<file path="src/hw/rtl/mbe_pkg.sv">
// Package for the Mandelbrot escape-time unit: configuration struct, register
// indexes, sequencer states, fixed-point constants and the Q4.28 saturation helper.
// No dependencies.
`timescale 1ns / 1ps

package mbe_pkg;

  // Fixed-point format: signed Q4.28 in 32 bits, products Q8.56 in 64 bits.
  localparam int FRAC_BITS = 28;

  // Escape threshold 4.0 in Q8.56.
  localparam logic [63:0] ESCAPE_LIMIT = 64'h0400_0000_0000_0000;

  // Register reset values.
  localparam logic signed [31:0] X_ORIGIN_RST = -32'sd671088640;
  localparam logic signed [31:0] Y_ORIGIN_RST = -32'sd402653184;
  localparam logic [30:0]        X_STEP_RST   = 31'd1468006;
  localparam logic [30:0]        Y_STEP_RST   = 31'd1572864;
  localparam logic [7:0]         MAX_ITER_RST = 8'd255;

  // Configuration register indexes.
  typedef enum logic [2:0] {
    REG_X_ORIGIN = 3'd0,
    REG_Y_ORIGIN = 3'd1,
    REG_X_STEP   = 3'd2,
    REG_Y_STEP   = 3'd3,
    REG_MAX_ITER = 3'd4
  } cfg_reg_t;

  // Current configuration as seen by the core.
  typedef struct packed {
    logic signed [31:0] x_origin;
    logic signed [31:0] y_origin;
    logic [30:0]        x_step;
    logic [30:0]        y_step;
    logic [7:0]         max_iterations;
  } cfg_t;

  // Sequencer states.
  typedef enum logic [3:0] {
    ST_IDLE,
    ST_CX,
    ST_CY,
    ST_CYSAT,
    ST_XX,
    ST_YY,
    ST_XY,
    ST_UPD,
    ST_DONE
  } state_t;

  // Saturate a 64-bit signed value to the Q4.28 range.
  function automatic logic signed [31:0] sat_q(input logic signed [63:0] v);
    logic signed [31:0] r;
    if ((&v[63:31]) || !(|v[63:31])) begin
      r = v[31:0];
    end else if (v[63]) begin
      r = 32'sh8000_0000;
    end else begin
      r = 32'sh7FFF_FFFF;
    end
    return r;
  endfunction

endpackage

</file>
<file path="src/hw/rtl/mbe_mul.sv">
// Shared signed 32x32 multiplier with a registered 64-bit product.
// Depends on nothing; used by mbe_core for all products.
`timescale 1ns / 1ps

module mbe_mul (
  input  logic               clk,
  input  logic signed [31:0] a,
  input  logic signed [31:0] b,
  output logic signed [63:0] p
);

  // One product per cycle, available the cycle after the operands.
  always_ff @(posedge clk) begin
    p <= a * b;
  end

endmodule

</file>
<file path="src/hw/rtl/mbe_core.sv">
// Sequencer and datapath of the escape-time unit: forms c, iterates z = z^2 + c
// on the shared multiplier and counts iterations. Depends on mbe_pkg.
`timescale 1ns / 1ps

module mbe_core (
  input  logic                clk,
  input  logic                rst,
  input  mbe_pkg::cfg_t       cfg,
  // Pixel input
  input  logic                in_valid,
  output logic                in_ready,
  input  logic [9:0]          in_x,
  input  logic [8:0]          in_y,
  // Result output
  output logic                res_valid,
  input  logic                res_ready,
  output logic [7:0]          res_count,
  output logic [9:0]          res_x,
  output logic [8:0]          res_y,
  // Shared multiplier
  output logic signed [31:0]  mul_a,
  output logic signed [31:0]  mul_b,
  input  logic signed [63:0]  mul_p
);

  mbe_pkg::state_t state, state_next;

  logic [9:0]         px;
  logic [8:0]         py;
  logic signed [31:0] cx, cy, zx, zy;
  logic signed [63:0] xx, yy;
  logic [7:0]         count;

  logic [63:0]        mag;
  logic               stop;
  logic signed [63:0] diff, nx_wide, ny_wide, cx_wide, cy_wide;

  // Escape and limit test on the registered squares.
  assign mag  = $unsigned(xx) + $unsigned(yy);
  assign stop = (mag > mbe_pkg::ESCAPE_LIMIT) || (count >= cfg.max_iterations);

  // Next iterate; the product register holds zx*zy during the update state.
  // Every operand stays signed so that the shifts round toward minus infinity.
  assign diff    = xx - yy;
  assign nx_wide = (diff >>> mbe_pkg::FRAC_BITS) + 64'(cx);
  assign ny_wide = (mul_p >>> (mbe_pkg::FRAC_BITS - 1)) + 64'(cy);

  // Point coordinates from origin plus product.
  assign cx_wide = {{32{cfg.x_origin[31]}}, cfg.x_origin} + mul_p;
  assign cy_wide = {{32{cfg.y_origin[31]}}, cfg.y_origin} + mul_p;

  // State register.
  always_ff @(posedge clk) begin
    if (rst) begin
      state <= mbe_pkg::ST_IDLE;
    end else begin
      state <= state_next;
    end
  end

  // Next state, handshakes and multiplier operand selection.
  always_comb begin
    state_next = state;
    in_ready   = 1'b0;
    res_valid  = 1'b0;
    mul_a      = zx;
    mul_b      = zx;
    unique case (state)
      mbe_pkg::ST_IDLE: begin
        in_ready = 1'b1;
        if (in_valid) state_next = mbe_pkg::ST_CX;
      end
      mbe_pkg::ST_CX: begin
        mul_a      = signed'({1'b0, cfg.x_step});
        mul_b      = signed'({22'd0, px});
        state_next = mbe_pkg::ST_CY;
      end
      mbe_pkg::ST_CY: begin
        mul_a      = signed'({1'b0, cfg.y_step});
        mul_b      = signed'({23'd0, py});
        state_next = mbe_pkg::ST_CYSAT;
      end
      mbe_pkg::ST_CYSAT: begin
        state_next = mbe_pkg::ST_XX;
      end
      mbe_pkg::ST_XX: begin
        state_next = mbe_pkg::ST_YY;
      end
      mbe_pkg::ST_YY: begin
        mul_a      = zy;
        mul_b      = zy;
        state_next = mbe_pkg::ST_XY;
      end
      mbe_pkg::ST_XY: begin
        mul_b      = zy;
        state_next = mbe_pkg::ST_UPD;
      end
      mbe_pkg::ST_UPD: begin
        state_next = stop ? mbe_pkg::ST_DONE : mbe_pkg::ST_XX;
      end
      mbe_pkg::ST_DONE: begin
        res_valid = 1'b1;
        if (res_ready) state_next = mbe_pkg::ST_IDLE;
      end
      default: state_next = mbe_pkg::ST_IDLE;
    endcase
  end

  // Datapath registers, loaded by state.
  always_ff @(posedge clk) begin
    unique case (state)
      mbe_pkg::ST_IDLE: begin
        if (in_valid) begin
          px <= in_x;
          py <= in_y;
        end
      end
      mbe_pkg::ST_CY: begin
        cx <= mbe_pkg::sat_q(cx_wide);
      end
      mbe_pkg::ST_CYSAT: begin
        cy    <= mbe_pkg::sat_q(cy_wide);
        zx    <= '0;
        zy    <= '0;
        count <= '0;
      end
      mbe_pkg::ST_YY: begin
        xx <= mul_p;
      end
      mbe_pkg::ST_XY: begin
        yy <= mul_p;
      end
      mbe_pkg::ST_UPD: begin
        if (!stop) begin
          zx    <= mbe_pkg::sat_q(nx_wide);
          zy    <= mbe_pkg::sat_q(ny_wide);
          count <= count + 8'd1;
        end
      end
      default: ;
    endcase
  end

  assign res_count = count;
  assign res_x     = px;
  assign res_y     = py;

  // An accepted pixel always starts with the real-part product.
  a_accept_starts: assert property (@(posedge clk) disable iff (rst)
    (state == mbe_pkg::ST_IDLE && in_valid) |=> state == mbe_pkg::ST_CX)
    else $error("pixel accepted but sequencer did not start");

  // Every pixel starts its iterations from z = 0 with a cleared count.
  a_iter_init: assert property (@(posedge clk) disable iff (rst)
    state == mbe_pkg::ST_CYSAT |=> (count == 8'd0 && zx == 32'sd0 && zy == 32'sd0))
    else $error("iterate not cleared before first step");

  // A step that does not stop advances the count by exactly one.
  a_count_step: assert property (@(posedge clk) disable iff (rst)
    (state == mbe_pkg::ST_UPD && !stop) |=> count == $past(count) + 8'd1)
    else $error("iteration count did not advance");

endmodule

</file>
<file path="src/hw/rtl/mandelbrot_escape_time.sv">
// Top level of the Mandelbrot escape-time unit: configuration registers, output
// register and the stream ports. Depends on mbe_pkg, mbe_mul and mbe_core.
//
//  Channel   Dir   Handshake                    Payload
//  s_axis    in    s_axis_tvalid/s_axis_tready  pixel_x, pixel_y
//  m_axis    out   m_axis_tvalid/m_axis_tready  iter_count, out_x, out_y
//  cfg       in    cfg_valid/cfg_ready          cfg_index, cfg_data
//
// A pixel passes through ST_CX, ST_CY and ST_CYSAT, then through one pass of the loop
// per iteration and a last pass, before its result is offered on m_axis; each pass
// uses the one shared multiplier for three products and then an update state, and the
// last pass only tests for the stop.
// One pixel is in work at a time; the next is accepted once the result is in
// the output register, which holds it while m_axis_tready is low.
// rst is synchronous and restores the register reset values; cfg_ready is
// always high.
`timescale 1ns / 1ps

module mandelbrot_escape_time (
  input  logic        clk,
  input  logic        rst,
  // Pixel input
  input  logic        s_axis_tvalid,
  output logic        s_axis_tready,
  input  logic [23:0] s_axis_tdata,   // [9:0] pixel_x, [18:10] pixel_y, rest zero
  // Result output
  output logic        m_axis_tvalid,
  input  logic        m_axis_tready,
  output logic [31:0] m_axis_tdata,   // [7:0] iter_count, [17:8] out_x, [26:18] out_y
  // Configuration writes
  input  logic        cfg_valid,
  output logic        cfg_ready,
  input  logic [2:0]  cfg_index,
  input  logic [31:0] cfg_data
);

  mbe_pkg::cfg_t      cfg;
  logic signed [31:0] mul_a, mul_b;
  logic signed [63:0] mul_p;
  logic               res_valid, res_ready;
  logic [7:0]         res_count;
  logic [9:0]         res_x;
  logic [8:0]         res_y;

  logic [7:0]         iter_count;
  logic [9:0]         out_x;
  logic [8:0]         out_y;

  assign cfg_ready = 1'b1;

  // Configuration registers; writes to unknown indexes are dropped.
  always_ff @(posedge clk) begin
    if (rst) begin
      cfg.x_origin       <= mbe_pkg::X_ORIGIN_RST;
      cfg.y_origin       <= mbe_pkg::Y_ORIGIN_RST;
      cfg.x_step         <= mbe_pkg::X_STEP_RST;
      cfg.y_step         <= mbe_pkg::Y_STEP_RST;
      cfg.max_iterations <= mbe_pkg::MAX_ITER_RST;
    end else if (cfg_valid) begin
      unique case (cfg_index)
        mbe_pkg::REG_X_ORIGIN: cfg.x_origin       <= cfg_data;
        mbe_pkg::REG_Y_ORIGIN: cfg.y_origin       <= cfg_data;
        mbe_pkg::REG_X_STEP:   cfg.x_step         <= cfg_data[30:0];
        mbe_pkg::REG_Y_STEP:   cfg.y_step         <= cfg_data[30:0];
        mbe_pkg::REG_MAX_ITER: cfg.max_iterations <= cfg_data[7:0];
        default: ;
      endcase
    end
  end

  mbe_mul u_mul (
    .clk (clk),
    .a   (mul_a),
    .b   (mul_b),
    .p   (mul_p)
  );

  mbe_core u_core (
    .clk       (clk),
    .rst       (rst),
    .cfg       (cfg),
    .in_valid  (s_axis_tvalid),
    .in_ready  (s_axis_tready),
    .in_x      (s_axis_tdata[9:0]),
    .in_y      (s_axis_tdata[18:10]),
    .res_valid (res_valid),
    .res_ready (res_ready),
    .res_count (res_count),
    .res_x     (res_x),
    .res_y     (res_y),
    .mul_a     (mul_a),
    .mul_b     (mul_b),
    .mul_p     (mul_p)
  );

  // Output register: takes a result whenever it is empty or being drained.
  assign res_ready = !m_axis_tvalid || m_axis_tready;

  always_ff @(posedge clk) begin
    if (rst) begin
      m_axis_tvalid <= 1'b0;
    end else if (res_ready) begin
      m_axis_tvalid <= res_valid;
    end
  end

  always_ff @(posedge clk) begin
    if (res_ready && res_valid) begin
      iter_count <= res_count;
      out_x      <= res_x;
      out_y      <= res_y;
    end
  end

  assign m_axis_tdata = {5'd0, out_y, out_x, iter_count};

endmodule
</file>
<file path="config.mk">
export PLATFORM = sky130hd
export DESIGN_NAME = mandelbrot_escape_time
export DESIGN_NICKNAME = d
export VERILOG_FILES = /design/src/hw/rtl/mbe_pkg.sv /design/src/hw/rtl/mbe_mul.sv /design/src/hw/rtl/mbe_core.sv /design/src/hw/rtl/mandelbrot_escape_time.sv
export SDC_FILE = /design/constraint.sdc
export NUM_CORES = 2
export LEC_CHECK = 0
export ABC_AREA = 1
export BUFFER_PORTS_ARGS = -buffer_cell sky130_fd_sc_hd__buf_2
export CAP_MARGIN = 20
export CORE_ASPECT_RATIO = 0.7
export CORE_MARGIN = 2
export CORE_UTILIZATION = 45
export DETAILED_ROUTE_END_ITERATION = 6
export PLACE_DENSITY_LB_ADDON = 0.1
export SYNTH_ARGS = -nofsm -noshare
export SYNTH_HDL_FRONTEND = slang
export SYNTH_SLANG_ARGS = --single-unit
</file>
<file path="constraint.sdc">
create_clock -name clk -period 11.17 [get_ports clk]
set_clock_uncertainty 0.2 [all_clocks]
set_input_delay 0.5585 -clock clk [delete_from_list [all_inputs] [get_ports clk]]
set_output_delay 0.5585 -clock clk [all_outputs]
set_load 0.005 [all_outputs]
</file>
Word level (Yosys, flattened, before mapping) --
Cells that the tools add are included.
Cells by class: add/sub/neg operators 7, multipliers 1, div/mod/pow operators 0, magnitude comparators 2, equal/unequal tests 15, shift-type cells 0, multiplexer cells 22, bitwise logic cells 0, reductions and logical operators 32
Operators by type and width (count):
- 32-bit 2-to-1 mux | 10
- 64-bit adder | 3
- 32-bit one-hot mux with 3 select lines | 2
- 33-bit AND reduction | 4
- 33-bit OR reduction | 4
- 32-bit one-hot mux with 2 select lines | 2
- 64-bit by 59-bit > comparator with 1-bit output (second input constant) | 1
- 32-bit by 32-bit multiplier with 64-bit output | 1
- 64-bit subtractor | 1
- 37-bit by 32-bit adder with 38-bit output | 1
- 36-bit by 32-bit adder with 37-bit output | 1
- 4-bit one-hot mux with 9 select lines | 1
- 4-bit by 3-bit == test with 1-bit output (second input constant) | 4
- 8-bit one-hot mux with 2 select lines | 1
- 2-bit AND reduction | 8
- 4-bit 2-to-1 mux | 3
- 8-bit by 1-bit adder with 8-bit output (second input constant) | 1
- 4-bit by 2-bit == test with 1-bit output (second input constant) | 2
- 8-bit greater-or-equal comparator | 1
- 8-bit 2-to-1 mux | 1
- 3-bit by 2-bit == test with 1-bit output (second input constant) | 2
- 1-bit logical OR | 6
- 2-bit inequality test (second input constant) | 3
- 1-bit zero test | 5
- 10 further kinds | 11
Word-level totals: bits in registers 513, bits in latches 0, bits in writable memories 0, memory bits (read-only) 0, bits of input ports 64, word-level logic and storage cells 99, memories 0

Logic depth before layout (Yosys ltp) --
depth after elaboration 8, depth in mapped cells 45, mapped depth without buffers 43

Hierarchy --
A second synthesis with hierarchy kept.
Second synthesis, totals: cells, all modules 11332, area total of the unflattened synthesis 81311.7 um2
Modules (own cells, without submodules):
- mbe_mul | times used 1, cells each 5023, area an instance 39824.4 um2, seq. area each 1281.2 um2
- mbe_core | times used 1, cells each 5521, area an instance 35368.9 um2, seq. area each 8578.2 um2
- mandelbrot_escape_time | times used 1, cells each 788, area an instance 6118.4 um2, seq. area each 3513.4 um2

Worst setup path before layout --
Ideal clock, no wire load.
path type register to register, start reg u_core.state[0], end reg u_mul.p[60], data arrival time 9836 ps, path slack 1062 ps, cell stages (with the launch flop) 42, period minus slack after synthesis 10108 ps, cells stage by stage dfxtp_1 inv_1 nor2_1 nand2_1 inv_2 buf_2 buf_1 nand2_1 nand4_1 o21ai_1 inv_1 clkbuf_1 nand2_1 fa_1 inv_1 fa_1 inv_1 fa_1 [... 6 more ...] fa_1 inv_1 fa_1 inv_1 ha_1 nand2_1 nor2_1 inv_1 nor4_1 nand3_1 nand3_1 nand2_1 o211ai_1 nand2_1 nand3_1 a21oi_1 o21ai_0 xor2_1
Between the ends: cells in the longest elaborated chain, start to end 4, elaborated cells on any way between the ends 8, classes of those cells 1 x mul; 4 x eq/ne; 2 x mux; 1 x reduce/logical
RTL lines:
- start, declared | line mbe_core.sv:26 | mbe_pkg::state_t state, state_next;
- start signal, assigned | line mbe_core.sv:55 | state <= mbe_pkg::ST_IDLE;
- start signal, assigned | line mbe_core.sv:57 | state <= state_next;
- 4-bit by 3-bit == test with 1-bit output | line mbe_core.sv:68 | unique case (state)
- 2-bit OR reduction (no line)
- 32-bit one-hot mux with 3 select lines | line mbe_core.sv:68
- 32-bit by 32-bit multiplier with 64-bit output * | line mbe_mul.sv:14 | p <= a * b;
- end signal, assigned | line mbe_mul.sv:14
- end, declared | line mbe_mul.sv:9 | output logic signed [63:0] p
Every way passes the cells marked *; elsewhere a longest branch is shown, timed or not. A chain may end at the register's enable or synchronous reset.

Worst setup path after layout --
start reg u_core.state[3], end reg u_mul.p[44]
The elaborated chain is that of the path after synthesis.

==> results.cfg <==
[pwr]
p_total_uw = 25900
power_density_nw_per_um2 = 306
irDropWorstVdd_mv = 0.626
p_leak_uw = 0.0418

[cells_and_area]
num-nets-final = 12300
areaGrowthSynthToFinish_pct = 7.72
drive_gt1_share_pct = 4.45
finish.utilization_pct = 48.7
fillers = 17700

[timing]
timing.hold.ws_ps = 30.2
report.final.setup_viol = 0
period_minus_slack_ps = 10860
setup_tns_ps = 0
drv_slew = 0
maxSlewHeadroom_pct = 18.1
hold_viol = 0
fin_crit_sh_pct = 97.3
rsz0062_at_grt = no
worstMarginPinSlew_ps = 1230
fmaxAchievable_mhz = 92.1

[clock_network]
cts_setup_buffers = 0
clockRootBuffer = clkbuf_16
clk_latency_ps = 760
htreeDepth = 2
cts_hold_repair.buffers = 27
cts_resized = 0
clock-sinks = 513
numCtsBuffers = 60
cts_tree = done
path_clk_slew_ps = 70
clk_path_buf_depth = 3

[synth]
syn_inst = 10600
yosysUniqueCellTypes = 61
avgSynthCellArea_um2 = 7.42
synth.area.top_cells = fa_1 28%, edfxtp_1 12%, nand2_1 11%
async_flop_share_pct = 0
syn-cell-area_um2 = 78600
netlist.area_leader.share_pct = 27.7
yosysSeqAreaShare_pct = 17.0
synth_edf_count = 310
yosysTopAreaCell = fa_1
yosysMostFrequentCell = nand2_1
synth_warnings = 0
ys_ff_latch = 513
ys.flop_type = edfxtp_1
synth_common_cells = 2,359 x nand2_1, 2,157 x inv_1, 1,480 x nor2_1

[die]
fp.dieW_um = 503
die_area_um2 = 178000
die_h_um = 354
core_um2 = 174000
floorplan.initialDensity_pct = 45.2
top_level_ports = 99
num_rows = 128

[critical_path]
critPathMaxStageDelay_ps = 860
critPathRequiredTime_ps = 11570
arrival_ps = 11260
path_max_fanout = 20
crit_path_frequent_cell = fa_1
critPathKind = reg2reg
slowest_stage = inv_1
r2r_cells = 31
start_kind = flop
end_kind = flop

[global_route]
antenna_found_initial = 42
grt_pass1_vias = 70200
grtUsageTotal_pct = 36.5
grt_max_degree = 72
grt_overflow_total = 0
grt_pass1_wl_um = 472000

[drt]
wl_per_cell_um = 24.9
wirelength_um = 325000
drt-pass1-iter-count = 6
drcViolationCount = 0
drtAntennaViolNets = 0
drtIter0Drc = 8634
num_vias = 72400
via_per_inst = 5.55

[min_path]
hp-class = in2reg
holdPathStages = 3

[placed_design]
place_hpwl_um = 274000
io_buffers = 87
gp_congestion = 1.07

[run_status]
outcome = finished clean

[job]
maxCapViolCount = 0
cell type report:
class	count	area, um2	share of cell area (%)
timing repair buffer	276	2050	2.42
sequential	513	13400	15.8
clock buffer	73	1610	1.90
inverter	2194	8240	9.73
clock inverter	41	564	0.667
multi-input combinational	7599	55900	66.0
tap	2340	2930	3.46
antenna	8	20.0	0.0236
worst paths after layout:
kind | end | from | slack [ps]
max | u_mul.p[44] | u_core.state[3] | 310
min | cfg[55] | cfg_data[16] | 30
max reg2reg | u_mul.p[44] | u_core.state[3] | 310
min reg2reg | out_y[0] | u_core.res_y[0] | 260
logic make-up (layout without fill, tap and decap cells):
family | count (synthesis) | in the layout | share of synthesized area, %
buf+inv | 2490 | 2584 | 12.1
flops | 513 | 513 | 17.0
compound gates | 1310 | 1310 | 9.43
simple gates | 4390 | 4390 | 22.2
other cells | 2 | 14 | 0.00956
xor+xnor | 288 | 288 | 3.23
fa+ha+maj | 1605 | 1605 | 35.9
where the power goes:
part           internal, uW  leakage [uW]  switching, uW
Clock                  1250       0.00104            968
Sequential             2550       0.00459            516
Combinational          6600        0.0361          14000
through the flow:
step	cells	worst slack, ps	cell area (um2)
2_1_floorplan	10600	1060	78600
6_report	13000	306	84600
5_1_grt	13000	67.0	84600
3_3_place_gp	12900	910	82100
4_1_cts	13000	764	84500
3_5_place_dp	12900	802	82100
sequential cells by signal, summed over array words and instances, names as in the netlist:
signal,cells
u_mul.p,64
cfg,134
u_core.res_y,9
u_core.cy,32
m_axis_tvalid,1
u_core.zx,32
u_core.state,4
u_core.res_x,10
u_core.xx,64
u_core.res_count,8
iter_count,8
u_core.yy,64
out_y,9
u_core.zy,32
u_core.cx,32
out_x,10
worst max-delay path, delay by kind of cell (launching register included):
kind / cells / cell delay [ps]
xor+xnor: 1 / 140
simple gates: 7 / 1490
flops: 1 / 380
fa+ha+maj: 9 / 4450
compound gates: 6 / 2350
buf+inv: 8 / 1660
layout by cell type (no fill, tap or decap), types with 10 or more instances in the layout:
cell	instances
nor3_1	62
nand3b_1	16
a31oi_1	91
dlygate4sd3_1	27
clkinv_2	10
o21bai_1	47
clkinv_1	22
nand2_2	10
xnor2_1	95
a221oi_1	10
inv_2	16
o21ai_1	18
dfxtp_1	203
ha_1	518
nor2_2	10
nand2_1	2358
nor4_1	19
fa_1	1087
o22ai_1	11
xor2_1	191
a21o_1	34
o21ai_0	350
o21ai_2	41
nor2_1	1477
o2111ai_1	16
a21boi_0	12
o211ai_1	31
a21oi_1	566
o21a_1	27
edfxtp_1	310
o221ai_1	10
buf_2	87
nand3_1	309
clkbuf_16	61
nand4_1	91
inv_1	2156
buf_4	154
per-layer routing:
layer,GRT usage (%),share of wire [%]
met2,50.6,40
met1,55.3,45
met3,10.7,12
met5,0,0.015
met4,8.48,2.6
Power figures use the tool's default switching activity.
